### config.mk
export PLATFORM = sky130hd
export DESIGN_NAME = circular_slot_buffer_unit
export DESIGN_NICKNAME = d
export VERILOG_FILES = /design/src/sv/csb_pkg.sv /design/src/sv/circular_slot_buffer_unit.sv /design/src/sv/csb_front.sv /design/src/sv/csb_back.sv
export SDC_FILE = /design/constraint.sdc
export NUM_CORES = 2
export LEC_CHECK = 0
export ABC_CLOCK_PERIOD_IN_PS = 9000
export BUFFER_PORTS_ARGS = -buffer_cell sky130_fd_sc_hd__buf_4
export CAP_MARGIN = 20
export CORE_ASPECT_RATIO = 0.8
export CORE_MARGIN = 3
export CORE_UTILIZATION = 45
export DETAILED_ROUTE_END_ITERATION = 6
export PLACE_DENSITY_LB_ADDON = 0.25
export SLEW_MARGIN = 20
export SYNTH_ARGS = -nofsm -noshare
export SYNTH_HDL_FRONTEND = slang
export SYNTH_HIERARCHICAL = 1
export SYNTH_MEMORY_MAX_BITS = 65536
export SYNTH_SLANG_ARGS = --single-unit
### constraint.sdc
create_clock -name clock -period 9 [get_ports clock]
set_input_delay 0.9 -clock clock [delete_from_list [all_inputs] [get_ports clock]]
set_output_delay 0.9 -clock clock [all_outputs]
set_load 0.01 [all_outputs]
### src/sv/csb_pkg.sv
`default_nettype none
package csb_pkg;

   localparam int MAX_SLOTS = 64;
   localparam int SLOT_BITS = 64;

   // port widths fixed by the interface
   localparam int MODE_W = 2;
   localparam int DATA_W = 64;
   localparam int DIST_W = 7;
   localparam int STAT_W = 2;
   localparam int OCC_W  = 6;
   localparam int CFG_W  = 7;

   localparam int IDX_W  = $clog2(MAX_SLOTS);
   localparam int SIZE_W = $clog2(MAX_SLOTS + 1);
   localparam int CMP_W  = ((DIST_W > SIZE_W) ? DIST_W : SIZE_W) + 1;

   localparam int RING_SIZE_RST = 64;

   localparam logic [MODE_W-1:0] MODE_ADD    = 2'd0;
   localparam logic [MODE_W-1:0] MODE_REMOVE = 2'd1;
   localparam logic [MODE_W-1:0] MODE_PEEK   = 2'd2;

   localparam logic [STAT_W-1:0] ST_OK    = 2'd0;
   localparam logic [STAT_W-1:0] ST_FULL  = 2'd1;
   localparam logic [STAT_W-1:0] ST_EMPTY = 2'd2;
   localparam logic [STAT_W-1:0] ST_RANGE = 2'd3;

   typedef enum logic [1:0] {
      OP_ADD,
      OP_REMOVE,
      OP_PEEK,
      OP_NOP
   } op_type;

   typedef struct packed {
      op_type               op;
      logic [SLOT_BITS-1:0] data;
      logic [DIST_W-1:0]    peek_dist;
   } cmd_type;

endpackage
`default_nettype wire

### src/sv/circular_slot_buffer_unit.sv
`default_nettype none
// channel   handshake               word
// req       req_push / req_full     req_mode, req_write_data, req_peek_distance
// rsp       rsp_pop / rsp_empty     rsp_status, rsp_read_data, rsp_occupancy
// csr       csr_valid / csr_ready   csr_ring_size
//
// A word is registered into the two-entry command queue, then passes the
// executor: pointer update plus slot RAM access, then the RAM read
// register feeding the result register. The executor takes the next word once
// the result register is free or popped in that cycle, never while filling a result.
// Synchronous reset clears pointers and count; slots are not cleared.
// A held result stalls the executor; a full queue raises req_full.
module circular_slot_buffer_unit import csb_pkg::*; (
   input  wire logic              clock,
   input  wire logic              reset,
   input  wire logic              req_push,
   output logic                   req_full,
   input  wire logic [MODE_W-1:0] req_mode,
   input  wire logic [DATA_W-1:0] req_write_data,
   input  wire logic [DIST_W-1:0] req_peek_distance,
   output logic                   rsp_empty,
   input  wire logic              rsp_pop,
   output logic [STAT_W-1:0]      rsp_status,
   output logic [DATA_W-1:0]      rsp_read_data,
   output logic [OCC_W-1:0]       rsp_occupancy,
   input  wire logic              csr_valid,
   output logic                   csr_ready,
   input  wire logic [CFG_W-1:0]  csr_ring_size
);

   logic    cmd_valid;
   logic    cmd_pop;
   cmd_type cmd;

   assign csr_ready = 1'b1;

   csb_front u_front (
      .clock             (clock),
      .reset             (reset),
      .req_push          (req_push),
      .req_full          (req_full),
      .req_mode          (req_mode),
      .req_write_data    (req_write_data),
      .req_peek_distance (req_peek_distance),
      .cmd_valid         (cmd_valid),
      .cmd               (cmd),
      .cmd_pop           (cmd_pop)
   );

   csb_back u_back (
      .clock         (clock),
      .reset         (reset),
      .cmd_valid     (cmd_valid),
      .cmd           (cmd),
      .cmd_pop       (cmd_pop),
      .csr_valid     (csr_valid && csr_ready),
      .csr_ring_size (csr_ring_size),
      .rsp_empty     (rsp_empty),
      .rsp_pop       (rsp_pop),
      .rsp_status    (rsp_status),
      .rsp_read_data (rsp_read_data),
      .rsp_occupancy (rsp_occupancy)
   );

   a_fail_no_data: assert property (@(posedge clock) disable iff (reset)
      (!rsp_empty && rsp_status != ST_OK) |-> (rsp_read_data == '0))
      else $error("failed operation carries read data");

   a_empty_occ: assert property (@(posedge clock) disable iff (reset)
      (!rsp_empty && rsp_status == ST_EMPTY) |-> (rsp_occupancy == '0))
      else $error("empty status with nonzero occupancy");

   a_queue_fill: assert property (@(posedge clock) disable iff (reset)
      (req_push && !req_full) |=> cmd_valid)
      else $error("accepted word missing from command queue");

   a_pop_only_valid: assert property (@(posedge clock) disable iff (reset)
      cmd_pop |-> cmd_valid)
      else $error("executor took a command from an empty queue");

endmodule
`default_nettype wire

### src/sv/csb_front.sv
`default_nettype none
module csb_front import csb_pkg::*; (
   input  wire logic              clock,
   input  wire logic              reset,
   input  wire logic              req_push,
   output logic                   req_full,
   input  wire logic [MODE_W-1:0] req_mode,
   input  wire logic [DATA_W-1:0] req_write_data,
   input  wire logic [DIST_W-1:0] req_peek_distance,
   output logic                   cmd_valid,
   output cmd_type                cmd,
   input  wire logic              cmd_pop
);

   cmd_type    q_ff [2];
   logic       wr_ptr_ff;
   logic       rd_ptr_ff;
   logic [1:0] cnt_ff;
   logic [1:0] cnt_in;
   cmd_type    cmd_in;
   logic       push_ok;
   logic       pop_ok;

   always_comb begin
      case (req_mode)
         MODE_ADD:    cmd_in.op = OP_ADD;
         MODE_REMOVE: cmd_in.op = OP_REMOVE;
         MODE_PEEK:   cmd_in.op = OP_PEEK;
         default:     cmd_in.op = OP_NOP;
      endcase
      cmd_in.data      = SLOT_BITS'(req_write_data);
      cmd_in.peek_dist = req_peek_distance;
   end

   assign req_full  = (cnt_ff == 2'd2);
   assign cmd_valid = (cnt_ff != 2'd0);
   assign cmd       = q_ff[rd_ptr_ff];
   assign push_ok   = req_push && !req_full;
   assign pop_ok    = cmd_pop && cmd_valid;

   always_comb begin
      cnt_in = cnt_ff;
      if (push_ok && !pop_ok) begin
         cnt_in = cnt_ff + 2'd1;
      end else if (pop_ok && !push_ok) begin
         cnt_in = cnt_ff - 2'd1;
      end
   end

   always_ff @(posedge clock) begin
      if (push_ok) begin
         q_ff[wr_ptr_ff] <= cmd_in;
      end
   end

   always_ff @(posedge clock) begin
      if (reset) begin
         wr_ptr_ff <= 1'b0;
         rd_ptr_ff <= 1'b0;
         cnt_ff    <= 2'd0;
      end else begin
         if (push_ok) begin
            wr_ptr_ff <= !wr_ptr_ff;
         end
         if (pop_ok) begin
            rd_ptr_ff <= !rd_ptr_ff;
         end
         cnt_ff <= cnt_in;
      end
   end

endmodule
`default_nettype wire

### src/sv/csb_back.sv
`default_nettype none
module csb_back import csb_pkg::*; (
   input  wire logic              clock,
   input  wire logic              reset,
   input  wire logic              cmd_valid,
   input  wire cmd_type           cmd,
   output logic                   cmd_pop,
   input  wire logic              csr_valid,
   input  wire logic [CFG_W-1:0]  csr_ring_size,
   output logic                   rsp_empty,
   input  wire logic              rsp_pop,
   output logic [STAT_W-1:0]      rsp_status,
   output logic [DATA_W-1:0]      rsp_read_data,
   output logic [OCC_W-1:0]       rsp_occupancy
);

   typedef enum logic {
      S_IDLE,
      S_FILL
   } state_type;

   state_type            state_ff;
   logic [SLOT_BITS-1:0] mem [MAX_SLOTS];
   logic [SLOT_BITS-1:0] mem_q_ff;

   logic [IDX_W-1:0]  wi_ff, ri_ff, cnt_ff;
   logic [IDX_W-1:0]  wi_in, ri_in, cnt_in;
   logic [SIZE_W-1:0] size_ff;

   logic              res_valid_ff;
   logic              res_keep_ff;
   logic [STAT_W-1:0] res_status_ff;
   logic [DATA_W-1:0] res_data_ff;
   logic [OCC_W-1:0]  res_occ_ff;

   logic              do_exec;
   logic              wr_en, rd_en, keep;
   logic [IDX_W-1:0]  addr;
   logic [STAT_W-1:0] st;
   logic [CMP_W-1:0]  pos_w;

   function automatic logic [SIZE_W-1:0] clamp_size(input logic [CFG_W-1:0] v);
      logic [CFG_W:0] vw;
      vw = {1'b0, v};
      if (vw < (CFG_W+1)'(2)) begin
         return SIZE_W'(2);
      end else if (vw > (CFG_W+1)'(MAX_SLOTS)) begin
         return SIZE_W'(MAX_SLOTS);
      end else begin
         return SIZE_W'(v);
      end
   endfunction

   function automatic logic [IDX_W-1:0] next_idx(input logic [IDX_W-1:0] i,
                                                 input logic [SIZE_W-1:0] s);
      logic [CMP_W-1:0] sum;
      sum = CMP_W'(i) + CMP_W'(1);
      return (sum >= CMP_W'(s)) ? '0 : IDX_W'(sum);
   endfunction

   assign do_exec = (state_ff == S_IDLE) && cmd_valid && (!res_valid_ff || rsp_pop);
   assign cmd_pop = do_exec;

   // peek slot: write index minus distance, wrapped on the ring size
   assign pos_w = (CMP_W'(wi_ff) >= CMP_W'(cmd.peek_dist))
                ? (CMP_W'(wi_ff) - CMP_W'(cmd.peek_dist))
                : (CMP_W'(wi_ff) + CMP_W'(size_ff) - CMP_W'(cmd.peek_dist));

   always_comb begin
      st     = ST_OK;
      keep   = 1'b0;
      wr_en  = 1'b0;
      rd_en  = 1'b0;
      addr   = wi_ff;
      wi_in  = wi_ff;
      ri_in  = ri_ff;
      cnt_in = cnt_ff;
      case (cmd.op)
         OP_ADD: begin
            if ((CMP_W'(cnt_ff) + CMP_W'(1)) >= CMP_W'(size_ff)) begin
               st = ST_FULL;
            end else begin
               wr_en  = do_exec;
               wi_in  = next_idx(wi_ff, size_ff);
               cnt_in = cnt_ff + IDX_W'(1);
            end
         end
         OP_REMOVE: begin
            if (cnt_ff == '0) begin
               st = ST_EMPTY;
            end else begin
               rd_en  = do_exec;
               keep   = 1'b1;
               addr   = ri_ff;
               ri_in  = next_idx(ri_ff, size_ff);
               cnt_in = cnt_ff - IDX_W'(1);
            end
         end
         OP_PEEK: begin
            if (cmd.peek_dist == '0 || CMP_W'(cmd.peek_dist) > CMP_W'(cnt_ff)) begin
               st = ST_RANGE;
            end else begin
               rd_en = do_exec;
               keep  = 1'b1;
               addr  = IDX_W'(pos_w);
            end
         end
         default: begin
         end
      endcase
   end

   always_ff @(posedge clock) begin
      if (wr_en) begin
         mem[addr] <= cmd.data;
      end
      if (rd_en) begin
         mem_q_ff <= mem[addr];
      end
   end

   always_ff @(posedge clock) begin
      if (reset) begin
         state_ff     <= S_IDLE;
         res_valid_ff <= 1'b0;
         wi_ff        <= '0;
         ri_ff        <= '0;
         cnt_ff       <= '0;
         size_ff      <= clamp_size(CFG_W'(RING_SIZE_RST));
      end else begin
         if (rsp_pop && res_valid_ff) begin
            res_valid_ff <= 1'b0;
         end
         if (csr_valid) begin
            size_ff <= clamp_size(csr_ring_size);
            wi_ff   <= '0;
            ri_ff   <= '0;
            cnt_ff  <= '0;
         end else if (do_exec) begin
            wi_ff  <= wi_in;
            ri_ff  <= ri_in;
            cnt_ff <= cnt_in;
         end
         case (state_ff)
            S_IDLE: begin
               if (do_exec) begin
                  res_status_ff <= st;
                  res_occ_ff    <= OCC_W'(cnt_in);
                  res_keep_ff   <= keep;
                  state_ff      <= S_FILL;
               end
            end
            S_FILL: begin
               // memory word is out of the read register now
               res_data_ff  <= res_keep_ff ? DATA_W'(mem_q_ff) : '0;
               res_valid_ff <= 1'b1;
               state_ff     <= S_IDLE;
            end
            default: begin
               state_ff <= S_IDLE;
            end
         endcase
      end
   end

   assign rsp_empty     = !res_valid_ff;
   assign rsp_status    = res_status_ff;
   assign rsp_read_data = res_data_ff;
   assign rsp_occupancy = res_occ_ff;

endmodule
`default_nettype wire

* Word-level counts from Yosys, hierarchy flattened *
Memory sizes are Yosys's and may differ from the RTL's. A register that Yosys moved wholly into a read port is not among the register bits.
Index checks and enable logic that the tools add are counted.

operators by class
  add/subtract/negate cells = 10
  multiply operators = 0
  divide/modulo/power cells = 0
  magnitude comparators = 7
  eq/ne operators = 5
  shift-type cells = 0
  muxes and demuxes = 36
  bitwise gates (word level) = 4
  reduce and logical (&&, ||, !) cells = 27

operators by type and width
  cell                 count
  $mux 6               7
  $pmux 6 s2           2
  $add 6x1->7 const B  3
  $ge 7x7->1           3
  $mux 1               16
  $mux 7               2
  $pmux 2 s3           2
  $sub 6x6->6          2
  $reduce_and 3->1     3
  $mux 2               4
  $ge 6x7->1           1
  $gt 7x6->1           1
  $gt 7x7->1 const B   1
  $logic_and 1x1->1    7
  $logic_not 7->1      1
  $lt 7x2->1 const B   1
  $add 6x1->6 const B  1
  $add 6x6->6          1
  $eq 2x2->1 const B   3
  $logic_not 1->1      6
  $logic_not 6->1      1
  $pmux 1 s2           3
  $reduce_bool 2->1    3
  $sub 6x1->6 const B  1
  8 further kinds      14

storage, ports and cells
  bits in registers = 104
  bits in latches = 0
  bits in writable memories = 4242
  ROM bits = 0
  input port bits = 85
  word-level logic and storage cells = 104
  memories = 2

memories
  memory        words  bits a word  read ports  clocked after Yosys merged registers in  wr ports  line             text
  u_back.mem    64     64           1           1                                        1         csb_back.sv:23   logic [SLOT_BITS-1:0] mem [MAX_SLOTS];
  u_front.q_ff  2      73           1           1                                        1         csb_front.sv:15  cmd_type q_ff [2];

* Depth between registers and ports, before layout *
  word-level depth = 7
  gate-level depth with buffers = 21
  depth with buffers taken out = 17

* Modules after synthesis *
Netlist, hierarchy kept.

by module, submodules not included
  module                     times used  cells an instance  area each (µm²)  seq. area each (µm²)
  csb_back                   1           7129               161416.1         127652.4
  csb_front                  1           254                5491.5           4484.3
  circular_slot_buffer_unit  1           2                  11.3             0.0

* Least setup slack after synthesis *
OpenSTA, ideal clock, no wires.

  kind = register to register
  start = register with a tool-made name
  end = memory u_back.mem[41][0], enable pin
  library setup time = 0.487 ns
  arrival = 6.627 ns
  required time = 8.513 ns
  setup slack = 1.887 ns
  cell stages (with the launch flop) = 18
  buffers on the path = 4
  clock period less this slack = 7.113 ns
  cell sequence = dfxtp_1 buf_2 buf_4 mux2_2 fa_1 inv_1 ha_1 a21oi_1 a21boi_0 a2111oi_0 a21o_1 a32o_1 nand2b_1 a21oi_1 clkbuf_1 buf_1 nand2_1 nor2_1

RTL lines
  element    line
  to (decl)  csb_back.sv:23

* Worst setup path in the final report *
  start = register u_back.cnt_ff[2]
  end = memory u_back.mem[41][27], enable pin

on the way
  cells in the longest elaborated chain, start to end = 6
  elaborated cells on any way between the ends = 12
  those cells by class = add/sub: 1; order compare: 2; mux: 7; reduce/logical: 2

ends and longest elaborated chain
  element                       line             text
  from (decl)                   csb_back.sv:26   logic [IDX_W-1:0] wi_ff, ri_ff, cnt_ff;
  from (signal assigned)        csb_back.sv:142  cnt_ff <= cnt_in;
  $add 6x1->7                   csb_back.sv:80   if ((CMP_W'(cnt_ff) + CMP_W'(1)) >= CMP_W'(size_ff)) begin
  $ge 7x7->1                    csb_back.sv:80
  $mux 1                        csb_back.sv:80
  $mux 1                        csb_back.sv:78   case (cmd.op)
  $mux 1                        csb_back.sv:114  if (wr_en) begin
  $mux 1 (not written as such)  csb_back.sv:115  mem[addr] <= cmd.data;

Parallel ways exist; a longest one is shown, timed or not.

==> impl_metrics.yaml <==
job:
  max-cap-violations: 0
critical_path:
  timing.critical_path.to: "u_back/mem[41][27]$_DFFE_PP_"
  reg2regPathDepth: 13
  arrival_ps: 7710
  worstPathRequired_ps: 9540
  cp-end-kind: "register"
  reg2reg_setup_slack_ps: 1830
  cp-start-kind: "register"
  critPathMaxFanout: 47
  worstSetupPathType: "reg2reg"
  crit_path_start: "u_back/cnt_ff[2]$_SDFFE_PP0P_"
  r2r_start: "u_back/cnt_ff[2]$_SDFFE_PP0P_"
  timing.rr.end: "u_back/mem[41][27]$_DFFE_PP_"
finish:
  synthToLayoutAreaGrowth_pct: 13.5
  multi_input_area_mm2: 0.0335
  drive_above_1_share: 0.267
  nets: 7974
  nFillCells: 28400
  sequential_cell_area_mm2: 0.132
  utilization: 0.514
place:
  gp_congestion: 0.844
  hpwl_um: 272000
  portBuffers: 158
global_routing:
  grt_pass1_vias: 82300
  overflow: 0
  grt_antenna_before_repair: 27
  track_usage: 0.252
  grt_max_degree: 117
  grt_pass1_wl_um: 666000
sta:
  period_minus_slack_ps: 7170
  fin_skew_ps: 52.8
  tightest_slew_ps: 1230
  fin_tns_setup_ps: 0
  slew_headroom: 0.183
  min_period_over_period: 0.797
  hold_viol_final: 0
  final_max_slew_viol_count: 0
  setup_viol: 0
  clock.fmax_mhz: 139
  rsz0062_at_grt: "no"
  finalHoldWorstSlack_ps: 153
synthesis:
  ys_top_cells_by_count: "4379 x edfxtp_1, 1020 x mux4_2, 385 x a22oi_1"
  yosys_warnings: 6
  syn_inst: 7385
  synth_flop_cell: "edfxtp_1"
  synth_edf_count: 4379
  avgSynthCellArea_um2: 22.6
  synth_fp_nets: 7525
  seq_area_frac_synth: 0.792
  synth_top_area_frac: 0.788
  yosysMostFrequentCell: "edfxtp_1"
  ys_ff_latch: 4411
  yosysTopAreaCell: "edfxtp_1"
  syn_area_mm2: 0.167
  yosys-top-cells-area: "edfxtp_1 79%, mux4_2 14%, a22oi_1 1.7%"
  yosysUniqueCellTypes: 62
  async_reset_ff_frac: 0
clock_network:
  root_buffer: "clkbuf_16"
  cts_tree: "built"
  post_cts_resized: 0
  htreeDepth: 5
  cts.path.max_buffers: 4
  cts_setup_buffers: 0
  clk_latency_ps: 950
  path_clk_slew_ps: 60
  cts.sinks: 4411
  hold_buffers: 0
  cts_buffers: 424
route:
  via_per_inst: 6.39
  antenna_left: 0
  wl_per_cell_um: 36.4
  drtPass1Iterations: 6
  drt-total-wl_um: 478000
  post-route-drc-count: 0
  dr_total_vias: 83800
  drt_iter0_drc: 12500
floorplanning:
  start_util: 0.453
  die_h_um: 551
  num_rows: 199
  pin_count: 160
  die-area_mm2: 0.378
  core_mm2: 0.368
  die_x_um: 687
pwr:
  power_leakage_nw: 58.9
  p_per_area_mw_per_mm2: 259
  ir_drop_mv: 0.190
  power_mw: 49.1
status:
  status: "complete, no violations"
min_path:
  hold_path_class: "in2reg"
==> critical path, stage by stage (launching register included) <==
cell and delay [ps]:
dfxtp_1 590, inv_1 180, nor3_1 460, xnor2_1 190
ha_1 250, a21o_1 160, a21o_1 170, a21o_1 200
a211oi_1 890, nand2_1 720, nor2_1 470, nand3_1 690
nor2_4 1110, buf_12 390
==> worst min-delay path by stage <==
stage / start / endpoint / slack [ps] / cells after the start
after CTS: req_write_data[0] / u_front/q_ff[0][7]$_DFFE_PP_ / 80 / 1
after floorplan: u_back/state_ff$_SDFF_PP0_ / u_back/res_valid_ff$_SDFFE_PP0P_ / 440 / 2
final: req_write_data[0] / u_front/q_ff[0][7]$_DFFE_PP_ / 150 / 1
after detailed placement: u_front/wr_ptr_ff$_SDFFE_PP0P_ / u_front/wr_ptr_ff$_SDFFE_PP0P_ / 500 / 2
after global routing: req_write_data[0] / u_front/q_ff[1][7]$_DFFE_PP_ / 110 / 1
after global placement: u_front/wr_ptr_ff$_SDFFE_PP0P_ / u_front/wr_ptr_ff$_SDFFE_PP0P_ / 470 / 2
==> through the flow <==
stage               setup slack [ps]  instance area [um2]  std cells
floorplan                       1890               167000       7385
global placement                1620               176000      12300
detailed placement              2020               176000      12300
CTS                             1980               189000      13100
global route                    1660               189000      13100
finish                          1830               189000      13100
==> where the power goes <==
| group | internal, mW | total [mW] | switching (mW) |
|---|---|---|---|
| clock network | 9.81 | 17.4 | 7.56 |
| logic | 1.80 | 6.58 | 4.79 |
| registers | 25.1 | 25.2 | 0.115 |
| total | 36.7 | 49.1 | 12.5 |
==> cells in the final DEF, fill, tap and decap left out, types with 64 or more instances in the layout <==
master	instances
or3_1	64
clkbuf_16	431
clkinv_1	107
and2_1	71
mux4_2	1020
buf_4	360
nor2_4	64
clkbuf_1	94
nand4_1	133
edfxtp_1	4379
a22oi_1	385
nand2_1	114
nand3_1	283
clkinv_2	76
==> registers in the layout (all words and copies together) (netlist names), named ones only <==
name                  flops
u_back/state_ff           1
u_back/mem             4096
u_front/rd_ptr_ff         1
u_back/cnt_ff             6
u_back/ri_ff              6
u_back/rsp_occupancy      6
u_back/wi_ff              6
u_back/mem_q_ff          64
u_front/cnt_ff            2
u_back/rsp_read_data     64
u_front/q_ff            146
u_back/size_ff            7
u_back/rsp_status         2
u_back/res_keep_ff        1
u_front/wr_ptr_ff         1
u_back/res_valid_ff       1
==> metal layers <==
metal,part of all wire,vias to the layer above,GRT usage,routed length (um)
met5,0.00010,-,0,49
li1,-,32400,-,-
met4,0.031,8,0.0710,14700
met2,0.47,5163,0.393,224000
met3,0.10,692,0.0468,50100
met1,0.40,45500,0.366,189000
==> area by class of cell <==
class / count / share of cell area
multi-input combinational: 2526 / 0.177
sequential: 4411 / 0.698
timing repair buffer: 424 / 0.0209
antenna: 20 / 0.000264
tap: 4924 / 0.0325
clock inverter: 250 / 0.0117
clock buffer: 526 / 0.0589
inverter: 47 / 0.000958
==> kinds of logic after synthesis <==
| group | share of synthesized area |
|---|---|
| AOI/OAI and AO/OA | 0.0224 |
| DFF | 0.792 |
| and+or+nand+nor | 0.0262 |
| muxes | 0.143 |
| xor gates and xnor gates | 0.00115 |
| other | 0.0000225 |
| adders and majority gates | 0.00439 |
| buffers and inverters | 0.0115 |
(Power assumes the default switching activity.)
